===== src/sdspi_pkg.sv =====
// Package with phase codes, status codes and shared constants of the SD SPI host sequencer.
`timescale 1ns / 1ps
`default_nettype none
package sdspi_pkg;

  localparam int unsigned BlockBytes = 512;
  localparam int unsigned BcW = 10;

  typedef enum logic [3:0] {
    P_IDLE, P_WARM, P_PRE, P_FRAME, P_POLL, P_R7, P_OCR,
    P_RD_TOKEN, P_RD_DATA, P_RD_CRC,
    P_WR_DATA, P_WR_CRC, P_WR_RESP, P_WR_BUSY, P_WR_TRAIL, P_RELEASE
  } phase_e;

  typedef enum logic [1:0] {OP_INIT, OP_READ, OP_WRITE} op_e;

  typedef enum logic [1:0] {
    CMD_BYTE = 2'd0, CMD_INIT = 2'd1, CMD_READ = 2'd2, CMD_WRITE = 2'd3
  } command_e;

  typedef enum logic [1:0] {
    REG_REPLY = 2'd0, REG_TOKEN = 2'd1, REG_BUSY = 2'd2, REG_RETRY = 2'd3
  } reg_e;

  localparam logic [2:0] ST_OK = 3'd0;
  localparam logic [2:0] ST_PARAM = 3'd1;
  localparam logic [2:0] ST_NOT_READY = 3'd2;
  localparam logic [2:0] ST_CARD = 3'd3;
  localparam logic [2:0] ST_INIT_FAIL = 3'd4;

  typedef struct packed {
    logic [7:0]  reply_lim;
    logic [15:0] token_lim;
    logic [23:0] busy_lim;
    logic [19:0] retry_lim;
  } cfg_t;

  typedef struct packed {
    logic       tx_valid;
    logic [7:0] tx_byte;
    logic       cs_high;
    logic       fast_clock;
    logic       rd_valid;
    logic [7:0] rd_data;
    logic       wants;
    logic       done;
    logic [2:0] status;
    logic       card_ready;
  } result_t;

endpackage
`default_nettype wire


===== src/sd_card_spi_host_sequencer_top.sv =====
// Top level of the SD SPI host sequencer: input handshake, core and output register.
// The result of an accepted transaction is on the output register in the next cycle.
// Throughput: one transaction per cycle, set by the output register and next-state logic,
// unless out_ready_i stalls. The result register refills in the same cycle it is drained.
// Reset: asynchronous active low; phase idle, counters cleared, limits at defaults.
`timescale 1ns / 1ps
`default_nettype none
module sd_card_spi_host_sequencer_top (
  input  wire         clk_i,
  input  wire         rst_ni,
  input  wire         cfg_we_i,
  input  wire  [1:0]  cfg_index_i,
  input  wire  [23:0] cfg_wdata_i,
  input  wire         in_valid_i,
  output logic        in_ready_o,
  input  wire  [1:0]  command_i,
  input  wire  [1:0]  drive_i,
  input  wire  [31:0] sector_i,
  input  wire  [7:0]  block_count_i,
  input  wire  [7:0]  rx_byte_i,
  input  wire  [7:0]  wr_data_i,
  output logic        out_valid_o,
  input  wire         out_ready_i,
  output logic        tx_valid_o,
  output logic [7:0]  tx_byte_o,
  output logic        chip_select_high_o,
  output logic        fast_clock_o,
  output logic        rd_valid_o,
  output logic [7:0]  rd_data_o,
  output logic        wants_write_byte_o,
  output logic        done_res_o,
  output logic [2:0]  status_o,
  output logic        card_ready_o
);
  import sdspi_pkg::*;

  cfg_t    cfg;
  result_t res, res_q;
  logic    vld_q, step;

  assign in_ready_o = !vld_q || out_ready_i;
  assign step = in_valid_i && in_ready_o;

  sdspi_cfg u_cfg (
    .clk_i, .rst_ni, .cfg_we_i, .cfg_index_i, .cfg_wdata_i, .cfg_o(cfg)
  );

  sdspi_core u_core (
    .clk_i, .rst_ni, .step_i(step), .cfg_i(cfg), .command_i, .drive_i, .sector_i,
    .block_count_i, .rx_byte_i, .wr_data_i, .res_o(res)
  );

  always_ff @(posedge clk_i or negedge rst_ni) begin
    if (!rst_ni) begin
      vld_q <= 1'b0;
    end else if (in_ready_o) begin
      vld_q <= in_valid_i;
    end
  end

  always_ff @(posedge clk_i) begin
    if (step) res_q <= res;
  end

  assign out_valid_o        = vld_q;
  assign tx_valid_o         = res_q.tx_valid;
  assign tx_byte_o          = res_q.tx_byte;
  assign chip_select_high_o = res_q.cs_high;
  assign fast_clock_o       = res_q.fast_clock;
  assign rd_valid_o         = res_q.rd_valid;
  assign rd_data_o          = res_q.rd_data;
  assign wants_write_byte_o = res_q.wants;
  assign done_res_o         = res_q.done;
  assign status_o           = res_q.status;
  assign card_ready_o       = res_q.card_ready;

  a_hold: assert property (@(posedge clk_i) disable iff (!rst_ni)
    vld_q && !out_ready_i |=> vld_q && $stable(res_q))
    else $error("result changed while stalled");
  a_cs: assert property (@(posedge clk_i) disable iff (!rst_ni)
    vld_q && !res_q.tx_valid |-> res_q.cs_high && res_q.tx_byte == 8'd0)
    else $error("idle exchange drives bus");
  a_done: assert property (@(posedge clk_i) disable iff (!rst_ni)
    vld_q && res_q.done |-> !res_q.tx_valid && !res_q.rd_valid)
    else $error("done with traffic");
endmodule
`default_nettype wire


===== src/sdspi_cfg.sv =====
// Configuration register file of the SD SPI host sequencer.
`timescale 1ns / 1ps
`default_nettype none
module sdspi_cfg (
  input  wire                 clk_i,
  input  wire                 rst_ni,
  input  wire                 cfg_we_i,
  input  wire  [1:0]          cfg_index_i,
  input  wire  [23:0]         cfg_wdata_i,
  output sdspi_pkg::cfg_t     cfg_o
);
  import sdspi_pkg::*;

  cfg_t cfg_q;

  always_ff @(posedge clk_i or negedge rst_ni) begin
    if (!rst_ni) begin
      cfg_q.reply_lim <= 8'd10;
      cfg_q.token_lim <= 16'd20000;
      cfg_q.busy_lim  <= 24'd1048576;
      cfg_q.retry_lim <= 20'd200000;
    end else if (cfg_we_i) begin
      unique case (reg_e'(cfg_index_i))
        REG_REPLY: cfg_q.reply_lim <= cfg_wdata_i[7:0];
        REG_TOKEN: cfg_q.token_lim <= cfg_wdata_i[15:0];
        REG_BUSY:  cfg_q.busy_lim  <= cfg_wdata_i;
        REG_RETRY: cfg_q.retry_lim <= cfg_wdata_i[19:0];
        default: ;
      endcase
    end
  end

  assign cfg_o = cfg_q;
endmodule
`default_nettype wire


===== src/sdspi_core.sv =====
// Sequencer state and per-item next-state logic of the SD SPI host sequencer.
`timescale 1ns / 1ps
`default_nettype none
module sdspi_core (
  input  wire                    clk_i,
  input  wire                    rst_ni,
  input  wire                    step_i,
  input  sdspi_pkg::cfg_t        cfg_i,
  input  wire  [1:0]             command_i,
  input  wire  [1:0]             drive_i,
  input  wire  [31:0]            sector_i,
  input  wire  [7:0]             block_count_i,
  input  wire  [7:0]             rx_byte_i,
  input  wire  [7:0]             wr_data_i,
  output sdspi_pkg::result_t     res_o
);
  import sdspi_pkg::*;

  phase_e      phase_q, phase_d;
  logic [BcW-1:0] bc_q, bc_d;
  logic [24:0] poll_q, poll_d;
  logic [19:0] att_q, att_d;
  logic [31:0] sec_q, sec_d;
  logic [7:0]  left_q, left_d;
  logic [47:0] frame_q, frame_d;
  logic        v2_q, v2_d, init_q, init_d, fast_q, fast_d;
  logic [7:0]  echo_q, echo_d;
  op_e         op_q, op_d;
  logic [2:0]  pend_q, pend_d;
  result_t     r;

  always_ff @(posedge clk_i or negedge rst_ni) begin
    if (!rst_ni) begin
      phase_q <= P_IDLE; bc_q <= '0; poll_q <= '0; att_q <= '0;
      sec_q <= '0; left_q <= '0; frame_q <= '0; v2_q <= 1'b0;
      init_q <= 1'b0; fast_q <= 1'b0; echo_q <= '0; op_q <= OP_INIT;
      pend_q <= ST_OK;
    end else if (step_i) begin
      phase_q <= phase_d; bc_q <= bc_d; poll_q <= poll_d; att_q <= att_d;
      sec_q <= sec_d; left_q <= left_d; frame_q <= frame_d; v2_q <= v2_d;
      init_q <= init_d; fast_q <= fast_d; echo_q <= echo_d; op_q <= op_d;
      pend_q <= pend_d;
    end
  end

  always_comb begin
    logic [5:0]     cmd, nc;
    logic [31:0]    narg;
    logic           do_start, do_rel, do_fb, do_acmd, do_iok;
    logic [2:0]     rel_st;
    logic [BcW-1:0] bc1;
    logic [24:0]    poll1;
    logic [19:0]    att1;
    logic [7:0]     lim8;
    logic [15:0]    lim16;
    logic [7:0]     crc;
    phase_d = phase_q; bc_d = bc_q; poll_d = poll_q; att_d = att_q;
    sec_d = sec_q; left_d = left_q; frame_d = frame_q; v2_d = v2_q;
    init_d = init_q; fast_d = fast_q; echo_d = echo_q; op_d = op_q;
    pend_d = pend_q;
    r = '0; r.cs_high = 1'b1;
    cmd = frame_q[45:40];
    nc = 6'd0; narg = '0;
    do_start = 1'b0; do_rel = 1'b0; do_fb = 1'b0; do_acmd = 1'b0; do_iok = 1'b0;
    rel_st = ST_OK; crc = 8'h01;
    bc1 = bc_q + 1'b1;
    poll1 = poll_q + 1'b1;
    att1 = att_q + 1'b1;
    lim8 = (cfg_i.reply_lim == 8'd0) ? 8'd1 : cfg_i.reply_lim;
    lim16 = (cfg_i.token_lim == 16'd0) ? 16'd1 : cfg_i.token_lim;

    if (command_e'(command_i) == CMD_BYTE) begin
      unique case (phase_q)
        P_WARM: begin
          bc_d = bc1;
          if (bc1 < BcW'(10)) begin r.tx_valid = 1'b1; r.tx_byte = 8'hFF; end
          else begin do_start = 1'b1; nc = 6'd0; end
        end
        P_PRE: begin
          bc_d = bc1;
          if (bc1 < BcW'(2)) begin r.tx_valid = 1'b1; r.tx_byte = 8'hFF; end
          else begin
            phase_d = P_FRAME; bc_d = '0;
            r.tx_valid = 1'b1; r.tx_byte = frame_q[47:40]; r.cs_high = 1'b0;
          end
        end
        P_FRAME: begin
          bc_d = bc1;
          r.tx_valid = 1'b1; r.cs_high = 1'b0; r.tx_byte = 8'hFF;
          if (bc1 < BcW'(6)) begin
            case (bc1[2:0])
              3'd1: r.tx_byte = frame_q[39:32];
              3'd2: r.tx_byte = frame_q[31:24];
              3'd3: r.tx_byte = frame_q[23:16];
              3'd4: r.tx_byte = frame_q[15:8];
              default: r.tx_byte = frame_q[7:0];
            endcase
          end else begin phase_d = P_POLL; poll_d = '0; end
        end
        P_POLL: begin
          poll_d = poll1;
          if (!rx_byte_i[7] || poll1 >= {17'd0, lim8}) begin
            case (cmd)
              6'd0: if (rx_byte_i != 8'd1) begin do_rel = 1'b1; rel_st = ST_INIT_FAIL; end
                    else begin do_start = 1'b1; nc = 6'd8; narg = 32'h1AA; end
              6'd8: if (rx_byte_i == 8'd1) begin
                      phase_d = P_R7; bc_d = '0;
                      r.tx_valid = 1'b1; r.tx_byte = 8'hFF; r.cs_high = 1'b0;
                    end else do_acmd = 1'b1;
              6'd55: if (rx_byte_i > 8'd1) begin v2_d = 1'b0; do_fb = 1'b1; end
                     else begin
                       do_start = 1'b1; nc = 6'd41; narg = v2_q ? 32'h4000_0000 : 32'd0;
                     end
              6'd41: if (rx_byte_i == 8'd0) begin
                       if (v2_q) begin do_start = 1'b1; nc = 6'd58; end
                       else do_iok = 1'b1;
                     end else begin
                       att_d = att1;
                       if (att1 >= cfg_i.retry_lim) do_fb = 1'b1;
                       else begin do_start = 1'b1; nc = 6'd55; end
                     end
              6'd58: if (rx_byte_i == 8'd0) begin
                       phase_d = P_OCR; bc_d = '0;
                       r.tx_valid = 1'b1; r.tx_byte = 8'hFF; r.cs_high = 1'b0;
                     end else do_iok = 1'b1;
              6'd1: begin
                do_rel = 1'b1;
                if (rx_byte_i == 8'd0) init_d = 1'b1; else rel_st = ST_INIT_FAIL;
              end
              6'd17: if (rx_byte_i != 8'd0) begin do_rel = 1'b1; rel_st = ST_CARD; end
                     else begin
                       phase_d = P_RD_TOKEN; poll_d = '0;
                       r.tx_valid = 1'b1; r.tx_byte = 8'hFF; r.cs_high = 1'b0;
                     end
              6'd24: if (rx_byte_i != 8'd0) begin do_rel = 1'b1; rel_st = ST_CARD; end
                     else begin
                       phase_d = P_WR_DATA; bc_d = '0; r.wants = 1'b1;
                       r.tx_valid = 1'b1; r.tx_byte = 8'hFE; r.cs_high = 1'b0;
                     end
              default: begin do_rel = 1'b1; rel_st = ST_CARD; end
            endcase
          end else begin r.tx_valid = 1'b1; r.tx_byte = 8'hFF; r.cs_high = 1'b0; end
        end
        P_R7: begin
          bc_d = bc1;
          if (bc1 == BcW'(3)) echo_d = rx_byte_i;
          if (bc1 == BcW'(4) && echo_q == 8'h01 && rx_byte_i == 8'hAA) v2_d = 1'b1;
          if (bc1 < BcW'(5)) begin r.tx_valid = 1'b1; r.tx_byte = 8'hFF; r.cs_high = 1'b0; end
          else do_acmd = 1'b1;
        end
        P_OCR: begin
          bc_d = bc1;
          if (bc1 < BcW'(4)) begin r.tx_valid = 1'b1; r.tx_byte = 8'hFF; r.cs_high = 1'b0; end
          else do_iok = 1'b1;
        end
        P_RD_TOKEN: begin
          poll_d = poll1;
          if (rx_byte_i != 8'hFF || poll1 >= {9'd0, lim16}) begin
            if (rx_byte_i == 8'hFE) begin
              phase_d = P_RD_DATA; bc_d = '0;
              r.tx_valid = 1'b1; r.tx_byte = 8'hFF; r.cs_high = 1'b0;
            end else begin do_rel = 1'b1; rel_st = ST_CARD; end
          end else begin r.tx_valid = 1'b1; r.tx_byte = 8'hFF; r.cs_high = 1'b0; end
        end
        P_RD_DATA: begin
          r.rd_valid = 1'b1; r.rd_data = rx_byte_i;
          bc_d = bc1;
          if ({1'b0, bc1} >= (BcW+1)'(BlockBytes)) begin phase_d = P_RD_CRC; bc_d = '0; end
          r.tx_valid = 1'b1; r.tx_byte = 8'hFF; r.cs_high = 1'b0;
        end
        P_RD_CRC: begin
          bc_d = bc1;
          if (bc1 < BcW'(2)) begin r.tx_valid = 1'b1; r.tx_byte = 8'hFF; r.cs_high = 1'b0; end
          else begin
            left_d = left_q - 1'b1; sec_d = sec_q + 1'b1; do_rel = 1'b1;
          end
        end
        P_WR_DATA: begin
          r.tx_valid = 1'b1; r.tx_byte = wr_data_i; r.cs_high = 1'b0;
          bc_d = bc1;
          if ({1'b0, bc1} >= (BcW+1)'(BlockBytes)) begin phase_d = P_WR_CRC; bc_d = '0; end
          else r.wants = 1'b1;
        end
        P_WR_CRC: begin
          bc_d = bc1;
          r.tx_valid = 1'b1; r.tx_byte = 8'hFF; r.cs_high = 1'b0;
          if (bc1 >= BcW'(3)) phase_d = P_WR_RESP;
        end
        P_WR_RESP: begin
          if (rx_byte_i[4:0] != 5'h05) begin do_rel = 1'b1; rel_st = ST_CARD; end
          else begin
            phase_d = P_WR_BUSY; poll_d = '0;
            r.tx_valid = 1'b1; r.tx_byte = 8'hFF; r.cs_high = 1'b0;
          end
        end
        P_WR_BUSY: begin
          if (rx_byte_i == 8'hFF) begin
            phase_d = P_WR_TRAIL;
            r.tx_valid = 1'b1; r.tx_byte = 8'hFF; r.cs_high = 1'b0;
          end else if (poll_q > {1'b0, cfg_i.busy_lim}) begin
            do_rel = 1'b1; rel_st = ST_CARD;
          end else begin
            poll_d = poll1;
            r.tx_valid = 1'b1; r.tx_byte = 8'hFF; r.cs_high = 1'b0;
          end
        end
        P_WR_TRAIL: begin
          left_d = left_q - 1'b1; sec_d = sec_q + 1'b1; do_rel = 1'b1;
        end
        P_RELEASE: begin
          if (pend_q == ST_OK && op_q != OP_INIT && left_q != 8'd0) begin
            do_start = 1'b1; nc = (op_q == OP_READ) ? 6'd17 : 6'd24; narg = sec_q;
          end else begin
            phase_d = P_IDLE; r.done = 1'b1; r.status = pend_q;
          end
        end
        default: phase_d = P_IDLE;
      endcase
    end else if (phase_q == P_IDLE) begin
      if (command_e'(command_i) == CMD_INIT) begin
        if (drive_i != 2'd0) begin r.done = 1'b1; r.status = ST_INIT_FAIL; end
        else begin
          fast_d = 1'b0; init_d = 1'b0; v2_d = 1'b0; op_d = OP_INIT;
          phase_d = P_WARM; bc_d = '0;
          r.tx_valid = 1'b1; r.tx_byte = 8'hFF;
        end
      end else begin
        if (drive_i != 2'd0 || block_count_i == 8'd0) begin
          r.done = 1'b1; r.status = ST_PARAM;
        end else if (!init_q) begin
          r.done = 1'b1; r.status = ST_NOT_READY;
        end else begin
          op_d = (command_e'(command_i) == CMD_READ) ? OP_READ : OP_WRITE;
          sec_d = sector_i; left_d = block_count_i;
          do_start = 1'b1; narg = sector_i;
          nc = (command_e'(command_i) == CMD_READ) ? 6'd17 : 6'd24;
        end
      end
    end

    if (do_acmd) begin
      att_d = '0;
      if (cfg_i.retry_lim == 20'd0) do_fb = 1'b1;
      else begin do_start = 1'b1; nc = 6'd55; narg = '0; end
    end
    if (do_fb) begin
      if (!v2_d) begin do_start = 1'b1; nc = 6'd1; narg = '0; end
      else begin do_rel = 1'b1; rel_st = ST_INIT_FAIL; end
    end
    if (do_iok) begin
      fast_d = 1'b1; init_d = 1'b1; do_rel = 1'b1; rel_st = ST_OK;
    end
    if (do_start) begin
      if (nc == 6'd0) crc = 8'h95;
      else if (nc == 6'd8) crc = 8'h87;
      frame_d = {2'b01, nc, narg, crc};
      phase_d = P_PRE; bc_d = '0;
      r.tx_valid = 1'b1; r.tx_byte = 8'hFF; r.cs_high = 1'b1;
    end
    if (do_rel) begin
      phase_d = P_RELEASE; pend_d = rel_st;
      r.tx_valid = 1'b1; r.tx_byte = 8'hFF; r.cs_high = 1'b1;
    end
    r.fast_clock = fast_d;
    r.card_ready = init_d;
  end

  assign res_o = r;
endmodule
`default_nettype wire

===== config.mk =====
export PLATFORM = sky130hd
export DESIGN_NAME = sd_card_spi_host_sequencer_top
export DESIGN_NICKNAME = d
export VERILOG_FILES = /design/src/sdspi_pkg.sv /design/src/sd_card_spi_host_sequencer_top.sv /design/src/sdspi_cfg.sv /design/src/sdspi_core.sv
export SDC_FILE = /design/constraint.sdc
export NUM_CORES = 1
export LEC_CHECK = 0
export BUFFER_PORTS_ARGS = -buffer_cell sky130_fd_sc_hd__buf_2
export CORE_MARGIN = 10
export CORE_UTILIZATION = 38
export CTS_CLUSTER_DIAMETER = 50
export DETAILED_ROUTE_END_ITERATION = 10
export SLEW_MARGIN = 0
export SYNTH_ARGS = -nofsm -noshare
export SYNTH_HDL_FRONTEND = slang
export SYNTH_SLANG_ARGS = --single-unit
export TNS_END_PERCENT = 100

===== constraint.sdc =====
create_clock -name clk_i -period 7.6 [get_ports clk_i]
set_input_delay 1.52 -clock clk_i [delete_from_list [all_inputs] [get_ports clk_i]]
set_output_delay 1.52 -clock clk_i [all_outputs]
set_load 0.03 [all_outputs]

==> flow_summary.ini, run 1 <==
[detailed_routing]
drt-pass1-iter-count = 6
drtIter0Drc = 1467
avgViaCountPerCell = 5.90
drc = 0
vias = 14800
ant_nets = 0
wl_per_cell_um = 20.8
routed_wl_mm = 52.3

[floorplanning]
pin_count = 119
die_height_um = 227
die_area_sq_um = 51500
die_w_um = 227
core.rowCount = 75
initial_core_util_pct = 38.6
coreArea_sq_um = 42100

[global_routing]
grt_overflow = 0
grt_usage_pct = 20.2
grt_pass1_vias = 14400
grt_max_degree = 120
grt_pass1_wl_mm = 82.8
antenna_found_initial = 1

[logic_synthesis]
synth.cell_area_sq_um = 16300
ys_warn_count = 0
yosysTopAreaCell = dfrtp_1
yosysMostFrequentCell = nand2_1
async_flop_share_pct = 89.6
syn_avg_cell_area_sq_um = 8.72
synthTopCellsByCount = 222 x nand2_1, 211 x dfrtp_1, 182 x o21ai_0, 128 x a21oi_1, 98 x inv_1
ys_top_cells_by_area = dfrtp_1 32%, ha_1 6.2%, o21ai_0 5.6%, nand2_1 5.1%, mux2_2 5.1%
synth_seq_cells = 251
synthFlopType = dfrtp_1
synth_nets = 2038
netlist_instances = 1866
ys_seq_area_share_pct = 39.5
synth_edf_count = 26
synth_top_area_share_pct = 32.4
yosysUniqueCellTypes = 85

[power]
power_leakage_nw = 8.18
p_total_mw = 4.95
p_per_area_nw_per_um2 = 263
peakVddDrop_mv = 0.172

[timing]
setup_violations = 0
worstMarginPinSlew_ns = 0.957
period_needed_ns = 5.36
fin_setup_tns_ns = 0
maxSlewViolCount = 0
maxSlewHeadroom_pct = 36.0
fin_crit_sh_pct = 70.6
worst_slack_ns = 2.24
fin_skew_ns = 0.0279
fmax_mhz = 186
rsz0062_at_grt = false
holdWs_ns = 0.478
hold_viol = 0

[clock_network]
cts_tree = yes
cts_made_buffers = 40
clock-root-buffer = clkbuf_16
cts-resized-gates = 0
clockBufferDepth = 3
path_clk_slew_ns = 0.05
postCtsSetupBuffers = 0
insertion_delay_ns = 0.57
numClockSinks = 251
hold_buffers = 0
htree_levels = 2

[critical_path]
cpMaxStageDelayCell = o21ai_4
crit_chain = and3_1 > and3_1 > nand3_1 > nor2b_1 > nand4_1 > inv_1 > and3_1 > xor2_1 > ha_1 > nand4_1 > nor2_1 > o311ai_0 > o21ai_0 > a211oi_1 > o21ba_2 > o21ai_1 > o21ai_4 > buf_4 > o21ai_0
critPathRequiredTime_ns = 8.03
cp.arrival_ns = 5.79
crit_family = compound AO/OA/AOI/OAI gates
path_class = flip-flop to flip-flop
slowest_delay_ns = 0.70
critPathBufInv = 2
endpoint_kind = flip-flop
worstSetupStartpointType = flip-flop
cp_max_fo = 38
path_common_cell = and3_1

[job]
drv_cap = 0

[cells_and_area]
finalNonFillerCells = 2517
stdcell_area_sq_um = 18800
antenna_cells = 0
nets = 2118
area_growth_pct = 15.5
finish.utilization_pct = 44.6
fillers = 4065
drive_gt1_share_pct = 16.7

[placement]
hpwl_mm = 38.8
placed_area_sq_um = 17400
numPortBuffers = 118
post-place-ws_ns = 2.14
place_inst = 2443
gp_routability_congestion = 0.970

[min_path]
hp-class = flip-flop to flip-flop

[outcome]
status = complete, no violations
==> worst min-delay path: stages (launching register included) <==
cell	delay [ns]
dfrtp_1	0.34
nand2_1	0.05
o21ai_0	0.06
==> flip-flops by register name, indices dropped and copies added (netlist names), 2 cells and up <==
name            cells
u_core.sec_q       32
u_core.att_q       20
u_core.phase_q      4
u_core.pend_q       2
u_core.frame_q     42
u_core.bc_q        10
rd_data_o           8
u_core.left_q       8
u_core.poll_q      25
u_core.echo_q       8
status_o            3
u_core.op_q         2
u_cfg.cfg_o        68
tx_byte_o           8
==> power by group <==
part	internal [mW]	total [mW]	switching (mW)
clock	1.26	1.98	0.711
sequential	1.52	1.68	0.154
combinational	0.457	1.30	0.840
==> cells in the final DEF, fill, tap and decap left out, types with 6 or more instances in the layout <==
cell type	instances
a21o_1	16
nor3_1	29
nor4_1	20
and3_1	46
a2bb2oi_1	7
a21oi_1	128
nand4_1	27
a31oi_1	20
nor3b_1	10
dfstp_2	14
xor2_1	16
buf_4	21
o22ai_1	37
and4_1	9
o21ai_1	8
a31o_2	8
dfrtp_1	211
inv_1	97
and2_1	23
o21ai_0	181
nand2_1	222
a222oi_1	7
nor2_1	93
bufinv_16	6
edfxtp_1	26
buf_2	117
o211ai_1	11
o41ai_1	6
ha_1	80
a22oi_1	34
or4_1	7
mux2i_1	8
nor2b_1	17
mux2_2	73
nand3_1	87
o31ai_1	12
xnor2_1	24
a211oi_1	14
nand2b_1	30
clkbuf_16	42
==> logic make-up after synthesis <==
kind of cell	synth area share, %
buf+inv	4.71
simple gates	20.1
compound gates	21.7
xor+xnor	2.15
mux	5.54
fa+ha+maj	6.23
flops	39.5
==> metal layers <==
metal | up-vias | track usage, % | part of all wire [%]
li1 | 7059 | - | -
met1 | 7166 | 28.9 | 47
met2 | 541 | 30.3 | 43
met3 | 81 | 3.54 | 7.2
met4 | 2 | 6.43 | 2.4
met5 | - | 0 | 0.013
==> final cells by class <==
cell class / instances / area, sq um / area share, %
Clock buffer: 50 / 1120 / 5.96
Clock inverter: 24 / 330 / 1.76
Inverter: 98 / 368 / 1.96
Multi-Input combinational cell: 1415 / 9100 / 48.4
Sequential cell: 251 / 6430 / 34.2
Tap cell: 539 / 674 / 3.59
Timing Repair Buffer: 140 / 778 / 4.14
==> path summary, 6_finish.rpt <==
check,start,end,slack [ns],cells after the start
max reg2reg,u_core.att_q[2]$_DFFE_PN0P_,u_core.frame_q[24]$_DFFE_PN0P_,2.24,19
max,u_core.att_q[2]$_DFFE_PN0P_,u_core.frame_q[24]$_DFFE_PN0P_,2.24,19
min in group asynchronous,rst_ni,u_cfg.cfg_o[42]$_DFFE_PN0P_,0.97,1
min,u_core.echo_q[0]$_DFFE_PN0P_,u_core.echo_q[0]$_DFFE_PN0P_,0.48,2
min reg2reg,u_core.echo_q[0]$_DFFE_PN0P_,u_core.echo_q[0]$_DFFE_PN0P_,0.48,2
max in group asynchronous,rst_ni,u_core.echo_q[1]$_DFFE_PN0P_,5.46,2
(Power assumes the default switching activity.)
==> inputs of run 2 (changes only) <==
==> constraint.sdc (replaced) <==
create_clock -name clk_i -period 4.95 [get_ports clk_i]
set_input_delay 0.99 -clock clk_i [delete_from_list [all_inputs] [get_ports clk_i]]
set_output_delay 0.99 -clock clk_i [all_outputs]
set_load 0.03 [all_outputs]
==> run 2 against run 1 <==
  * Cell count grew 1.4%
  * Sequential share of layout area down 0.50 points
  * Register-to-register slack got worse by 2.0 ns
  * Sequential power rose by 54%
  * Clock-buffer cell count grew 4
  * Die area stayed put
  * Critical path type unchanged
  * Critical endpoint is now tx_byte_o[5]$_SDFFCE_PP1P_
  * Largest cell class unchanged
  * Highest routed layer is now met4
==> flow_summary.ini, run 2 (same netlist as run 1, synthesis figures left out) <==
[global_routing]
grt_usage_pct = 20.1
grt_pass1_vias = 14400
antenna_found_initial = 0
grt_overflow = 0
grt_pass1_wl_mm = 82.5
grt_max_degree = 100

[timing]
fmax_mhz = 212
hold_viol = 0
setup_violations = 0
period_needed_ns = 4.73
maxSlewHeadroom_pct = 23.6
fin_crit_sh_pct = 95.5
maxSlewViolCount = 0
fin_skew_ns = 0.0270
worstMarginPinSlew_ns = 1.14

[power]
comb_power_share_pct = 27.4
p_clk_share_pct = 38.4
switching_share_pct = 34.8
power.switching_mw = 2.63
sequentialPowerShare_pct = 34.1
intPower_mw = 4.93
p_per_area_nw_per_um2 = 396
peakVddDrop_mv = 0.242
p_total_mw = 7.56
power_leakage_nw = 8.39

[detailed_routing]
wl_per_cell_um = 20.5
drt-pass1-iter-count = 6
avgViaCountPerCell = 5.88
routed_wl_mm = 52.3
drtIter0Drc = 1323
drc = 0
ant_nets = 0
vias = 15000

[floorplanning]
core.rowCount = 75
pin_count = 119
coreArea_sq_um = 42100
die_area_sq_um = 51500
initial_core_util_pct = 38.6
die_w_um = 227
die_height_um = 227

[placement]
hpwl_mm = 39.5
placed_area_sq_um = 17600
numPortBuffers = 118
gp_routability_congestion = 1.01

[critical_path]
endpoint_kind = flip-flop
timing.rr.start = u_core.poll_q[1]$_DFFE_PN0P_
cp_max_fo = 9
critPathRequiredTime_ns = 5.23
r2r_end = tx_byte_o[5]$_SDFFCE_PP1P_
reg2reg_slack_ns = 0.22
worstSetupStartpointType = flip-flop
path_class = flip-flop to flip-flop
r2r_cells = 16
cp.arrival_ns = 5.01

[clock_network]
numClockSinks = 251
cts_made_buffers = 40
insertion_delay_ns = 0.57
cts_tree = yes
path_clk_slew_ns = 0.05
clock-root-buffer = clkbuf_16
clockBufferDepth = 3
htree_levels = 2

[outcome]
status = complete, no violations

[cells_and_area]
nets = 2153
area_growth_pct = 17.3
stdcell_area_sq_um = 19100
largest_register_ffs = 68
antenna_cells = 0
fillers = 4072
drive_gt1_share_pct = 18.4
final_cell_mix = 222 x nand2_1, 211 x dfrtp_1, 180 x o21ai_0, 128 x a21oi_1, 117 x buf_2
finish.utilization_pct = 45.3
final_common_cell = nand2_1

[min_path]
hp-class = input port to async pin

[job]
drv_cap = 0
[run 2: cell types whose count changed in the layout (fill, tap and decap cells not counted), sizes merged]
cell	previous run	this run
buf	140	175
clkbuf	50	54
bufinv	6	3
clkinv	10	13
clkinvlp	5	3
inv	101	99
[run 2: final cells by class]
| class | instances | area [sq um] | area share, % |
|---|---|---|---|
| Timing Repair Buffer | 175 | 1090 | 5.72 |
| Clock inverter | 20 | 213 | 1.11 |
| Tap cell | 539 | 674 | 3.53 |
| Multi-Input combinational cell | 1415 | 9140 | 47.9 |
| Sequential cell | 251 | 6430 | 33.7 |
| Inverter | 98 | 368 | 1.93 |
| Clock buffer | 54 | 1180 | 6.17 |
[run 2: worst max-delay path, cell delays in order, from the launching register on]
cell and delay [ns]:
dfrtp_1 0.43, ha_1 0.26, and4_1 0.29, nand2_1 0.09, xnor2_1 0.19, ha_1 0.24, a2111oi_0 0.42, o221ai_1 0.22
a31oi_2 0.33, nand2_1 0.14, nor4_4 0.26, a21oi_2 0.19, a32o_2 0.34, or4b_4 0.60, nor3b_4 0.24, buf_12 0.15
o21ai_1 0.06
[run 2: timing repair]
| item | in CTS | in global routing |
|---|---|---|
| endpoints found under the setup margin | 0 | 61 |
| setup buffers | 0 | 3 |
| hold buffers | 0 | 0 |
| resized for setup | 0 | 10 |
[run 2: how the worst max path moves through the flow]
stage,to,slack [ns],from
after floorplan,tx_byte_o[0]$_SDFFCE_PP1P_,0.63,u_core.att_q[2]$_DFFE_PN0P_
after global placement,tx_valid_o$_SDFFCE_PP1P_,0.13,u_core.poll_q[1]$_DFFE_PN0P_
after detailed placement,tx_byte_o[6]$_SDFFCE_PP1P_,0.07,u_core.att_q[2]$_DFFE_PN0P_
after CTS,tx_byte_o[6]$_SDFFCE_PP1P_,0.05,u_core.att_q[2]$_DFFE_PN0P_
after global routing,tx_byte_o[6]$_SDFFCE_PP1P_,-0.02,u_core.poll_q[1]$_DFFE_PN0P_
final,tx_byte_o[5]$_SDFFCE_PP1P_,0.22,u_core.poll_q[1]$_DFFE_PN0P_
[run 2: per-stage QoR]
| stage | setup WS, ns | TNS, ns | std cells | hold WS (ns) |
|---|---|---|---|---|
| 2_1_floorplan | 0.627 | 0 | 1866 | 0.441 |
| 3_3_place_gp | 0.129 | 0 | 2475 | 0.459 |
| 3_5_place_dp | 0.0714 | 0 | 2475 | 0.473 |
| 4_1_cts | 0.0481 | 0 | 2549 | 0.476 |
| 5_1_grt | -0.0187 | -0.0453 | 2552 | 0.497 |
| 6_report | 0.224 | 0 | 2552 | 0.441 |
[run 2: metal layers]
metal / track usage, % / up-vias / routed length (um)
li1: - / 7098 / -
met1: 28.7 / 7271 / 24300
met2: 30.6 / 576 / 23100
met3: 3.98 / 71 / 3910
met4: 5.03 / 0 / 1020
met5: 0 / - / 0
[run 2: power groups by stage]
stage               combinational, mW  clock, mW  sequential [mW]
finish                           2.07       2.90             2.58
global route                     2.27       3.06             2.61
CTS                              2.02       2.96             2.57
detailed placement               2.01          0             2.61
global placement                 2.00          0             2.61
floorplan                        1.34          0             2.56
